--- src/sv/tss_pkg.sv ---
// shared types and constants for the two-stack shared store
// no dependencies
`timescale 1ns / 1ps

package tss_pkg;

  localparam int unsigned Capacity = 32;
  localparam int unsigned AddrW    = $clog2(Capacity);
  localparam int unsigned CntW     = 6;
  localparam int unsigned DataW    = 32;

  localparam logic CmdPush = 1'b0;
  localparam logic CmdPop  = 1'b1;

  typedef enum logic [1:0] {
    ST_DONE  = 2'd0,
    ST_FULL  = 2'd1,
    ST_EMPTY = 2'd2
  } status_e;

  typedef struct packed {
    logic             we;
    logic             re;
    logic [AddrW-1:0] addr;
    logic [DataW-1:0] wdata;
  } mem_req_t;

endpackage

--- src/sv/two_stacks_shared_store.sv ---
// the result strobe done_o is registered and rises in the cycle after the request is accepted
// throughput: one request per cycle; busy stays low, the single store port
// takes at most one read or one write per request and a pop sees a push of the cycle before
// reset: both stack counts clear, store contents are left as they are
// the receiver cannot stall; each result is shown for exactly one cycle
// depends on tss_pkg, tss_ctrl, tss_store
`timescale 1ns / 1ps

module two_stacks_shared_store
  import tss_pkg::*;
(
  input  logic                    clk_i,
  input  logic                    rst_ni,
  input  logic                    start,
  output logic                    busy,
  input  logic                    command_i,
  input  logic                    which_stack_i,
  input  logic signed [DataW-1:0] push_value_i,
  output logic                    done_o,
  output logic signed [DataW-1:0] popped_value_o,
  output logic [1:0]              status_o,
  output logic [CntW-1:0]         first_count_o,
  output logic [CntW-1:0]         second_count_o
);

  mem_req_t         mem_req;
  logic [DataW-1:0] rdata;
  logic             accept;
  logic             pop_ok;
  status_e          status;

  assign busy   = 1'b0;
  assign accept = start && !busy;

  tss_ctrl u_ctrl (
    .clk_i          (clk_i),
    .rst_ni         (rst_ni),
    .accept_i       (accept),
    .command_i      (command_i),
    .which_stack_i  (which_stack_i),
    .push_value_i   (push_value_i),
    .mem_req_o      (mem_req),
    .done_o         (done_o),
    .pop_ok_o       (pop_ok),
    .status_o       (status),
    .first_count_o  (first_count_o),
    .second_count_o (second_count_o)
  );

  tss_store u_store (
    .clk_i   (clk_i),
    .req_i   (mem_req),
    .rdata_o (rdata)
  );

  assign popped_value_o = pop_ok ? rdata : '0;
  assign status_o       = status;

endmodule

--- src/sv/tss_store.sv ---
// single-port synchronous store holding both stacks, with registered read data
// depends on tss_pkg
`timescale 1ns / 1ps

module tss_store
  import tss_pkg::*;
(
  input  logic             clk_i,
  input  mem_req_t         req_i,
  output logic [DataW-1:0] rdata_o
);

  logic [DataW-1:0] mem_q [Capacity];
  logic [DataW-1:0] rdata_q;

  always_ff @(posedge clk_i) begin
    if (req_i.we) begin
      mem_q[req_i.addr] <= req_i.wdata;
    end
    if (req_i.re) begin
      rdata_q <= mem_q[req_i.addr];
    end
  end

  assign rdata_o = rdata_q;

endmodule

--- src/sv/tss_ctrl.sv ---
// stack pointer control: full/empty checks, store addressing, result status
// depends on tss_pkg
`timescale 1ns / 1ps

module tss_ctrl
  import tss_pkg::*;
(
  input  logic             clk_i,
  input  logic             rst_ni,
  input  logic             accept_i,
  input  logic             command_i,
  input  logic             which_stack_i,
  input  logic [DataW-1:0] push_value_i,
  output mem_req_t         mem_req_o,
  output logic             done_o,
  output logic             pop_ok_o,
  output status_e          status_o,
  output logic [CntW-1:0]  first_count_o,
  output logic [CntW-1:0]  second_count_o
);

  logic [CntW-1:0] first_q, first_d;
  logic [CntW-1:0] second_q, second_d;
  logic            done_q;
  logic            pop_ok_q, pop_ok_d;
  status_e         status_q, status_d;
  logic [CntW:0]   used;
  logic            full;
  logic [CntW:0]   top_idx;

  assign used = {1'b0, first_q} + {1'b0, second_q};
  assign full = used >= (CntW+1)'(Capacity);

  always_comb begin
    first_d         = first_q;
    second_d        = second_q;
    status_d        = ST_DONE;
    pop_ok_d        = 1'b0;
    top_idx         = '0;
    mem_req_o.we    = 1'b0;
    mem_req_o.re    = 1'b0;
    mem_req_o.wdata = push_value_i;
    unique case (command_i)
      CmdPush: begin
        if (full) begin
          status_d = ST_FULL;
        end else if (!which_stack_i) begin
          top_idx      = {1'b0, first_q};
          first_d      = first_q + 1'b1;
          mem_req_o.we = accept_i;
        end else begin
          // second stack grows down from the top entry
          top_idx      = (CntW+1)'(Capacity - 1) - {1'b0, second_q};
          second_d     = second_q + 1'b1;
          mem_req_o.we = accept_i;
        end
      end
      CmdPop: begin
        if (!which_stack_i) begin
          if (first_q == '0) begin
            status_d = ST_EMPTY;
          end else begin
            top_idx      = {1'b0, first_q} - 1'b1;
            first_d      = first_q - 1'b1;
            pop_ok_d     = 1'b1;
            mem_req_o.re = accept_i;
          end
        end else begin
          if (second_q == '0) begin
            status_d = ST_EMPTY;
          end else begin
            top_idx      = (CntW+1)'(Capacity) - {1'b0, second_q};
            second_d     = second_q - 1'b1;
            pop_ok_d     = 1'b1;
            mem_req_o.re = accept_i;
          end
        end
      end
      default: ;
    endcase
    mem_req_o.addr = top_idx[AddrW-1:0];
  end

  // a write lands at the accept edge, so a pop in the next cycle already sees it
  always_ff @(posedge clk_i or negedge rst_ni) begin
    if (!rst_ni) begin
      first_q  <= '0;
      second_q <= '0;
      done_q   <= 1'b0;
      pop_ok_q <= 1'b0;
      status_q <= ST_DONE;
    end else begin
      done_q <= accept_i;
      if (accept_i) begin
        first_q  <= first_d;
        second_q <= second_d;
        pop_ok_q <= pop_ok_d;
        status_q <= status_d;
      end
    end
  end

  assign done_o         = done_q;
  assign pop_ok_o       = pop_ok_q;
  assign status_o       = status_q;
  assign first_count_o  = first_q;
  assign second_count_o = second_q;

endmodule

--- config.mk ---
export PLATFORM = sky130hd
export DESIGN_NAME = two_stacks_shared_store
export DESIGN_NICKNAME = d
export VERILOG_FILES = /design/src/sv/tss_pkg.sv /design/src/sv/two_stacks_shared_store.sv /design/src/sv/tss_store.sv /design/src/sv/tss_ctrl.sv
export SDC_FILE = /design/constraint.sdc
export NUM_CORES = 1
export LEC_CHECK = 0
export BUFFER_PORTS_ARGS = -buffer_cell sky130_fd_sc_hd__buf_4
export CAP_MARGIN = 10
export CORE_MARGIN = 2
export CORE_UTILIZATION = 55
export DETAILED_ROUTE_END_ITERATION = 8
export GPL_TIMING_DRIVEN = 0
export HOLD_SLACK_MARGIN = 0.15
export PLACE_DENSITY = 0.71
export SLEW_MARGIN = 5
export SYNTH_ARGS = -nofsm -noshare
export SYNTH_HDL_FRONTEND = slang
export SYNTH_HIERARCHICAL = 1
export SYNTH_SLANG_ARGS = --single-unit
export TNS_END_PERCENT = 30
--- constraint.sdc ---
create_clock -name clk_i -period 9 [get_ports clk_i]
set_input_delay 1.8 -clock clk_i [delete_from_list [all_inputs] [get_ports clk_i]]
set_output_delay 1.8 -clock clk_i [all_outputs]
set_load 0.01 [all_outputs]
Word-level counts from Yosys, hierarchy flattened:

Memory sizes are Yosys's and may differ from the RTL's. A register that Yosys moved wholly into a read port is not among the register bits.
Cells that the tools add are included.

* flip-flop bits (word level): 16
* latch bits: 0
* memory bits (writable): 1024
* memory bits (read-only): 0
* input port bits: 37
* output and inout port bits: 48
* word-level logic and storage cells: 61
* memories: 1

Memories
* u_store.mem_q: words 32, bits a word 32, rd ports 1, clocked after memory_dff 1, wr ports 1, RTL line tss_store.sv:13 `logic [DataW-1:0] mem_q [Capacity];`

* add/subtract/negate cells: 8
* $mul: 0
* divide/modulo/power cells: 0
* order comparisons: 1
* equal/unequal tests: 7
* shifts and indexed selects: 0
* muxes and demuxes: 34
* bitwise logic cells: 1
* reductions and logical operators: 4

Operators with widths (number)
* $mux W6: 8
* $mux W32: 1
* $mux W5: 5
* $pmux W6 S2: 2
* $mux W1: 13
* $add A6 B1 Y6 const B: 2
* $logic_not A6 Y1: 2
* $ne A2 B2 Y1 const B: 6
* $sub A6 B1 Y6 const B: 2
* $pmux W5 S2: 1
* $reduce_and A5 Y1: 2
* $add A6 B6 Y7: 1
* $ge A7 B6 Y1 const B: 1
* $mux W2: 3
* $sub A1 B5 Y5 const A: 1
* $sub A5 B1 Y5 const B: 1
* $sub A5 B5 Y5 const A: 1
* $pmux W2 S2: 1
* $ne A2 B1 Y1 const B: 1
* $not A1 Y1: 1

Logic depth before layout (Yosys ltp):

Gate-level depths: netlist of the first run.

* depth in word-level cells: 6
* mapped depth: 16
* mapped depth without buffers: 11

Hierarchy:

The synthesis of the first run kept the hierarchy.

Modules (own cells, without submodules)
* tss_store: instances 1, cells an instance 2107, area an instance 40062.2 sq um, sequential area each 31710.4 sq um
* tss_ctrl: instances 1, cells an instance 202, area an instance 1859.3 sq um, sequential area each 400.4 sq um
* two_stacks_shared_store: instances 1, cells an instance 37, area an instance 266.5 sq um, sequential area each 0.0 sq um

Worst setup path before layout of the first run:

Ideal clock, no wire load.

* path kind: in2reg
* start point: input port which_stack_i
* end point: memory u_store.mem_q[27][0], enable pin
* arrival time: 5845 ps
* required time: 8539 ps
* slack: 2694 ps
* stages: 10
* path buffers: 5
* cell sequence: clkbuf_1 > or2_2 > o22a_1 > o21ai_0 > clkbuf_1 > buf_4 > buf_2 > buf_2 > nand3_1 > nor3_1

RTL lines
* start, declared: RTL line two_stacks_shared_store.sv:17 `input logic which_stack_i,`
* end, declared: RTL line tss_store.sv:13

==> results of run 1 <==
==> power groups by stage <==
stage / Combinational (W) / Sequential [W] / Clock (W)
6_report: 0.00507 / 0.00584 / 0.00418
5_1_grt: 0.00525 / 0.00585 / 0.00444
4_1_cts: 0.00500 / 0.00584 / 0.00423
3_5_place_dp: 0.00498 / 0.00595 / 0
3_3_place_gp: 0.00480 / 0.00595 / 0
2_1_floorplan: 0.00326 / 0.00592 / 0
==> cell usage in the layout, fill, tap and decap left out, types with 8 or more instances in the layout <==
| cell | instances |
|---|---|
| sky130_fd_sc_hd__mux2i_1 | 519 |
| sky130_fd_sc_hd__bufinv_16 | 8 |
| sky130_fd_sc_hd__clkbuf_1 | 44 |
| sky130_fd_sc_hd__clkinv_2 | 16 |
| sky130_fd_sc_hd__edfxtp_1 | 1056 |
| sky130_fd_sc_hd__nor4_1 | 66 |
| sky130_fd_sc_hd__and2_2 | 32 |
| sky130_fd_sc_hd__clkbuf_16 | 106 |
| sky130_fd_sc_hd__dfrtp_1 | 16 |
| sky130_fd_sc_hd__inv_1 | 14 |
| sky130_fd_sc_hd__clkinv_1 | 35 |
| sky130_fd_sc_hd__xnor2_1 | 9 |
| sky130_fd_sc_hd__nand2_1 | 43 |
| sky130_fd_sc_hd__nor2_4 | 29 |
| sky130_fd_sc_hd__ha_1 | 16 |
| sky130_fd_sc_hd__o22ai_1 | 259 |
| sky130_fd_sc_hd__buf_12 | 13 |
| sky130_fd_sc_hd__buf_4 | 96 |
| sky130_fd_sc_hd__buf_16 | 16 |
| sky130_fd_sc_hd__buf_6 | 27 |
| sky130_fd_sc_hd__a21oi_1 | 12 |
| sky130_fd_sc_hd__buf_2 | 81 |
==> metal layers <==
| layer | share of wire | up-vias | wire [um] |
|---|---|---|---|
| li1 | - | 9811 | - |
| met3 | 0.098 | 245 | 10730 |
| met1 | 0.39 | 11913 | 42280 |
| met5 | 0.00012 | - | 13 |
| met4 | 0.037 | 2 | 4030 |
| met2 | 0.48 | 1337 | 52130 |
==> cells by family (layout without fill, tap and decap cells) <==
group           after synthesis  count (layout)  share of synthesized area
flops                      1072            1072                     0.7611
other cells                   1               3                 0.00008889
simple gates                229             229                    0.03239
compound gates              305             305                    0.04704
mux                         523             523                     0.1246
buf+inv                     183             470                    0.02571
fa+ha+maj                    19              19                   0.006169
xor+xnor                     14              14                   0.002907
==> state kept, by name, indices dropped and copies added, names as in the netlist <==
name / flops
u_ctrl/second_count_o: 6
u_ctrl/done_o: 1
u_store/rdata_o: 32
u_ctrl/status_o: 2
u_ctrl/first_count_o: 6
u_store/mem_q: 1024
u_ctrl/pop_ok_o: 1
==> worst register-to-register path: stages, from the launching register on <==
cell and delay (ns):
sky130_fd_sc_hd__dfrtp_1 0.49, sky130_fd_sc_hd__ha_1 0.29, sky130_fd_sc_hd__fa_1 0.39, sky130_fd_sc_hd__and4b_1 0.29, sky130_fd_sc_hd__nand3_1 0.13, sky130_fd_sc_hd__a211oi_4 0.47
sky130_fd_sc_hd__o211ai_1 0.17, sky130_fd_sc_hd__o21ai_0 0.12, sky130_fd_sc_hd__clkbuf_1 0.31, sky130_fd_sc_hd__buf_4 0.27, sky130_fd_sc_hd__buf_2 0.45, sky130_fd_sc_hd__buf_2 0.47
sky130_fd_sc_hd__nand3_1 0.73, sky130_fd_sc_hd__nor3_2 0.96, sky130_fd_sc_hd__buf_6 0.27, sky130_fd_sc_hd__buf_4 0.25
==> layout make-up <==
cell class                 instances  area (um2)  area share
sequential                      1072       32110      0.6659
buffer                           169        1032     0.02140
multi-input combinational       1091        9230      0.1914
inverter                          14       52.55    0.001090
clock buffer                     123        2716     0.05633
timing repair buffer              95        1219     0.02527
clock inverter                    69       570.5     0.01183
tap                             1030        1289     0.02672
antenna                            2       5.005   0.0001038
==> per-stage QoR <==
stage / util / hold slack, ns
finish: 0.6350 / 0.5444
global route: 0.6349 / 0.5768
CTS: 0.6349 / 0.5383
detailed placement: 0.5916 / 0.5299
global placement: 0.5774 / 0.5185
floorplan: - / 0.5467
==> worst min path at each step <==
stage                            start                 end
finish              u_ctrl/status_o[0]  u_ctrl/status_o[0]
global route        u_ctrl/status_o[0]  u_ctrl/status_o[0]
CTS                 u_ctrl/status_o[1]  u_ctrl/status_o[1]
detailed placement  u_ctrl/status_o[1]  u_ctrl/status_o[1]
global placement    u_ctrl/status_o[0]  u_ctrl/status_o[0]
floorplan           u_ctrl/status_o[0]  u_ctrl/status_o[0]
==> flow_summary.toml, run 1 <==
[sta]
setup-tns-final_ns = 0
max_freq_mhz = 156.8
fin_worst_skew_ns = 0.01979
setup_viol_count_final = 0
setup_slack_ns = 2.623
post_layout_minimum_cycle_time_ns = 6.377
slew_headroom = 0.2860
max_slew.worst_pin.slew_ns = 1.071
period_share = 0.7086
final_max_slew_viol_count = 0
timing_hold_violations_final = 0
rsz_0062_raised_after_global_routing = "no"

[clock_tree]
cts.sinks = 1072
cts_buffers = 104
number_of_hold_repair_buffers_added_at_the_cts_stage = 0
clock_tree.htree_level_count = 3
cts-root-buf = "sky130_fd_sc_hd__clkbuf_16"
cts.repair.resized = 0
postCtsSetupRepairBufs = 0
clkSlewWorstSetupHoldPaths_ns = 0.06
cts_tree = "yes"
insertion_delay_ns = 0.67
clock_tree.buffer_depth = 3

[critical_path]
crit_arrival_ns = 6.73
worst_r2r_endpoint = "u_store/mem_q[27][14]"
crit_path_top_delay_cell = "sky130_fd_sc_hd__nor3_2"
critPathBufInv = 6
reg2reg_setup_slack_ns = 2.62
worst-setup-path-type = "reg -> reg"
worstSetupStartpointType = "flip-flop"
critical-path-top-delay-family = "simple AND/OR/NAND/NOR gates"
r2r.worst_path.cells = 15
startpoint = "u_ctrl/second_count_o[0]"
kind_of_capture_point_of_the_worst_setup_path = "flip-flop"
timing.critical_path.required_ns = 9.35
cells_traversed_along_the_worst_timing_path = "ha_1 -> fa_1 -> and4b_1 -> nand3_1 -> a211oi_4 -> o211ai_1 -> o21ai_0 -> clkbuf_1 -> buf_4 -> buf_2 -> buf_2 -> nand3_1 -> nor3_2 -> buf_6 -> buf_4"
critical_path_depth = 15
crit_path_max_fanout = 10
cpPeakStageDelay_ns = 0.95
r2r-start = "u_ctrl/second_count_o[0]"
worst_setup_path_endpoint = "u_store/mem_q[27][14]"

[route]
via_per_inst = 6.360
detail_route.wirelength_um = 109200
routedWlPerCell_um = 29.79
detailedRoute.firstIterationViolations = 3189
first_pass_iters = 6
route.antenna.remaining_nets = 0
via_count = 23308
drc = 0

[power_and_ir_drop]
seq_power_share = 0.387
power_dissipated_by_switching_net_loads_w = 0.005083
power.leakage_nw = 15.93
fin_total_pwr_w = 0.01510
internal-power_w = 0.01001
vdd_ir_drop_max_uv = 223.5
netSwitchingFraction = 0.3367
comb_power_share = 0.336
relative_contribution_of_the_clock_network_to_total_power = 0.277
power_density_mw_per_mm2 = 313.0

[floorplan]
core_area_mm2 = 0.07595
die_x_um = 281.0
die_area_mm2 = 0.07894
placementRows = 101
initial_utilization = 0.5555
chipHeight_um = 281.0
num_io_pins = 85

[placed_design]
portBuffers = 50
dpl-instance-area_mm2 = 0.04493
placed_cells = 3471
post_dp_hpwl_um = 71880
preCtsSetupSlack_ns = 2.387
gp_weighted_congestion = 0.8619

[global_route]
grt-busiest-layer = "met2"
globalRouteMet1Util = 0.3813
globalRouteOverflowTotal = 0
grt_first_pass_wirelength_um = 155000
grt_antenna_before_repair = 3
global_route.usage.met2 = 0.4495
grt_util_all_layers = 0.2778
grt_util_met3 = 0.04547
grt_max_degree = 33
vias_in_the_first_global_route = 22736

[synthesis]
yosys.area.top_type_share = 0.7516
yosys_warnings = 6
synth-edff-count = 1056
synth_top_flop_cell = "sky130_fd_sc_hd__edfxtp_1"
post-synth-top-count-cell = "sky130_fd_sc_hd__edfxtp_1"
synthesis.area_per_instance_um2 = 17.98
synth.area.top_cells = "sky130_fd_sc_hd__edfxtp_1 (75%), sky130_fd_sc_hd__mux2i_1 (12%), sky130_fd_sc_hd__o22ai_1 (3.8%)"
synth.ff_latch_count = 1072
synth_top_cell_by_area = "sky130_fd_sc_hd__edfxtp_1"
synthesis.nets = 2402
synth.yosys.seq_area_share = 0.7611
synthTopCellsByCount = "sky130_fd_sc_hd__edfxtp_1 (1,056), sky130_fd_sc_hd__mux2i_1 (519), sky130_fd_sc_hd__o22ai_1 (259)"
mappedNetlistArea_mm2 = 0.04219
netlist-cell-type-count = 57
synthArstFlopShare = 0.01493
netlist_instances = 2346

[cells_and_area]
fin_area_mm2 = 0.04823
fin_nets = 2603
fill_cells = 5162
layout-drive-gt1-share = 0.1758
areaGrowthSynthToFinish_pct = 14.31
final_cell_count_no_fill = 3665

[worst_hold_path]
worst_hold_path_type = "reg -> reg"
timing.hold.worst_path_depth = 2

[status]
run_status = "finished clean"

[job]
drv.max_cap_violation_count = 0
Note: power is estimated with default switching activity, not from simulation.
==> run 2, diff against run 1 <==
Clock period 9 ns to 6.4 ns, I/O delays scaled along.
==> run 2 against run 1 <==
Design area barely moved; first-iteration DRC count fell by 2.0%; count of clock-buffer cells in the layout did not move; largest cell class unchanged.
==> flow_summary.toml, run 2 (synthesis results as in run 1) <==
[critical_path]
worst_r2r_endpoint = "u_store/mem_q[31][22]"
reg2reg_setup_slack_ns = 0.16
r2r.worst_path.cells = 14
worst_setup_path_endpoint = "u_store/mem_q[31][22]"
r2r-start = "u_ctrl/second_count_o[0]"
crit_arrival_ns = 6.59
crit_path_max_fanout = 17
startpoint = "u_ctrl/second_count_o[0]"
worst-setup-path-type = "reg -> reg"
timing.critical_path.required_ns = 6.76
worstSetupStartpointType = "flip-flop"
kind_of_capture_point_of_the_worst_setup_path = "flip-flop"

[power_and_ir_drop]
relative_contribution_of_the_clock_network_to_total_power = 0.277
vdd_ir_drop_max_uv = 314.4
comb_power_share = 0.336
power_dissipated_by_switching_net_loads_w = 0.007158
fin_total_pwr_w = 0.02124
netSwitchingFraction = 0.3370
power_density_mw_per_mm2 = 440.4
seq_power_share = 0.387
power.leakage_nw = 15.94
internal-power_w = 0.01408

[clock_tree]
insertion_delay_ns = 0.67
clkSlewWorstSetupHoldPaths_ns = 0.06
number_of_hold_repair_buffers_added_at_the_cts_stage = 0
cts_tree = "yes"
clock_tree.buffer_depth = 3
postCtsSetupRepairBufs = 0
cts-root-buf = "sky130_fd_sc_hd__clkbuf_16"
cts.sinks = 1072
clock_tree.htree_level_count = 3
cts.repair.resized = 0
cts_buffers = 104

[sta]
slew_headroom = 0.2854
max_slew.worst_pin.slew_ns = 1.072
period_share = 0.9743
final_max_slew_viol_count = 0
setup_viol_count_final = 0
timing_hold_violations_final = 0
max_freq_mhz = 160.4
fin_worst_skew_ns = 0.02191
post_layout_minimum_cycle_time_ns = 6.236
rsz_0062_raised_after_global_routing = "no"
setup_slack_ns = 0.1643

[cells_and_area]
layout.cells.most_common = "sky130_fd_sc_hd__edfxtp_1"
regMostFlops = "u_store/mem_q"
layout-drive-gt1-share = 0.1758
most-common-layout-cells = "sky130_fd_sc_hd__edfxtp_1 (1,056), sky130_fd_sc_hd__mux2i_1 (519), sky130_fd_sc_hd__o22ai_1 (259)"
largest_register_ffs = 1024
fin_nets = 2603
areaGrowthSynthToFinish_pct = 14.32

[route]
drc = 0
routedWlPerCell_um = 29.82
via_per_inst = 6.373
detail_route.wirelength_um = 109200
via_count = 23350
first_pass_iters = 6
detailedRoute.firstIterationViolations = 3124
route.antenna.remaining_nets = 0

[placed_design]
post_dp_hpwl_um = 71880
preCtsSetupSlack_ns = 0.3069
portBuffers = 50
gp_weighted_congestion = 0.8619

[floorplan]
placementRows = 101
die_area_mm2 = 0.07894
initial_utilization = 0.5555
num_io_pins = 85
core_area_mm2 = 0.07595
die_x_um = 281.0
chipHeight_um = 281.0

[global_route]
grt_util_all_layers = 0.2777
grt_max_degree = 33
grt_first_pass_wirelength_um = 155000
vias_in_the_first_global_route = 22733
grt_antenna_before_repair = 3
globalRouteOverflowTotal = 0

[status]
run_status = "finished clean"

[worst_hold_path]
worst_hold_path_type = "in -> async"

[job]
drv.max_cap_violation_count = 0
## run 2: cell count changes in the layout (fill, tap and decap cells not counted)
cell,change
sky130_fd_sc_hd__nor3_4,+1
sky130_fd_sc_hd__nor3_2,-1
sky130_fd_sc_hd__diode_2,-1
## run 2: worst min path at each step
stage                             startpoint                        to  slack, ns  cells past startpoint
after CTS                             rst_ni  u_ctrl/second_count_o[5]       0.46                      1
final                                 rst_ni  u_ctrl/second_count_o[5]       0.47                      1
after detailed placement  u_ctrl/status_o[1]        u_ctrl/status_o[1]       0.53                      2
after global routing                  rst_ni  u_ctrl/second_count_o[4]       0.48                      1
after floorplan           u_ctrl/status_o[0]        u_ctrl/status_o[0]       0.55                      2
after global placement    u_ctrl/status_o[0]        u_ctrl/status_o[0]       0.52                      2
## run 2: routing by layer
layer	global-route usage	up-vias	wire [um]
li1	-	9812	-
met1	0.3815	11958	42340
met2	0.4493	1346	52250
met3	0.04547	232	10660
met4	0.1068	2	3982
met5	0	-	13
## run 2: power groups by stage
| stage | sequential [W] | clock, W | combinational (W) |
|---|---|---|---|
| after CTS | 0.00821 | 0.00595 | 0.00703 |
| after global routing | 0.00823 | 0.00624 | 0.00739 |
| after floorplan | 0.00833 | 0 | 0.00458 |
| final | 0.00821 | 0.00588 | 0.00715 |
| after detailed placement | 0.00836 | 0 | 0.00700 |
| after global placement | 0.00836 | 0 | 0.00675 |
## run 2: cell type report
cell class	instances	area (um2)
antenna	1	2.502
inverter	14	52.55
tap	1030	1289
timing repair buffer	95	1219
multi-input combinational	1091	9236
fill	5161	27720
buffer	169	1032
sequential	1072	32110
clock buffer	123	2716
clock inverter	69	570.5
## run 2: metrics by stage
step / TNS (ns) / util / area (um2) / instances / hold slack, ns
after floorplan: 0 / - / 42190 / 2346 / 0.5467
after global placement: -1177.27 / 0.5774 / 43850 / 3426 / 0.5185
after detailed placement: 0 / 0.5916 / 44930 / 3471 / 0.5299
after CTS: 0 / 0.6349 / 48220 / 3663 / 0.4580
after global routing: 0 / 0.6350 / 48230 / 3663 / 0.4765
final: 0 / 0.6350 / 48230 / 3664 / 0.4700
## run 2: critical path: stages, from the launching register on
cell and delay (ns):
sky130_fd_sc_hd__dfrtp_1 0.49, sky130_fd_sc_hd__ha_1 0.28, sky130_fd_sc_hd__fa_1 0.39, sky130_fd_sc_hd__and4b_1 0.29
sky130_fd_sc_hd__nand3_1 0.13, sky130_fd_sc_hd__a211oi_4 0.49, sky130_fd_sc_hd__o211ai_1 0.17, sky130_fd_sc_hd__o21ai_0 0.12
sky130_fd_sc_hd__clkbuf_1 0.31, sky130_fd_sc_hd__buf_4 0.27, sky130_fd_sc_hd__buf_2 0.44, sky130_fd_sc_hd__buf_2 0.46
sky130_fd_sc_hd__nand3_1 0.76, sky130_fd_sc_hd__nor2_4 1.03, sky130_fd_sc_hd__buf_16 0.26
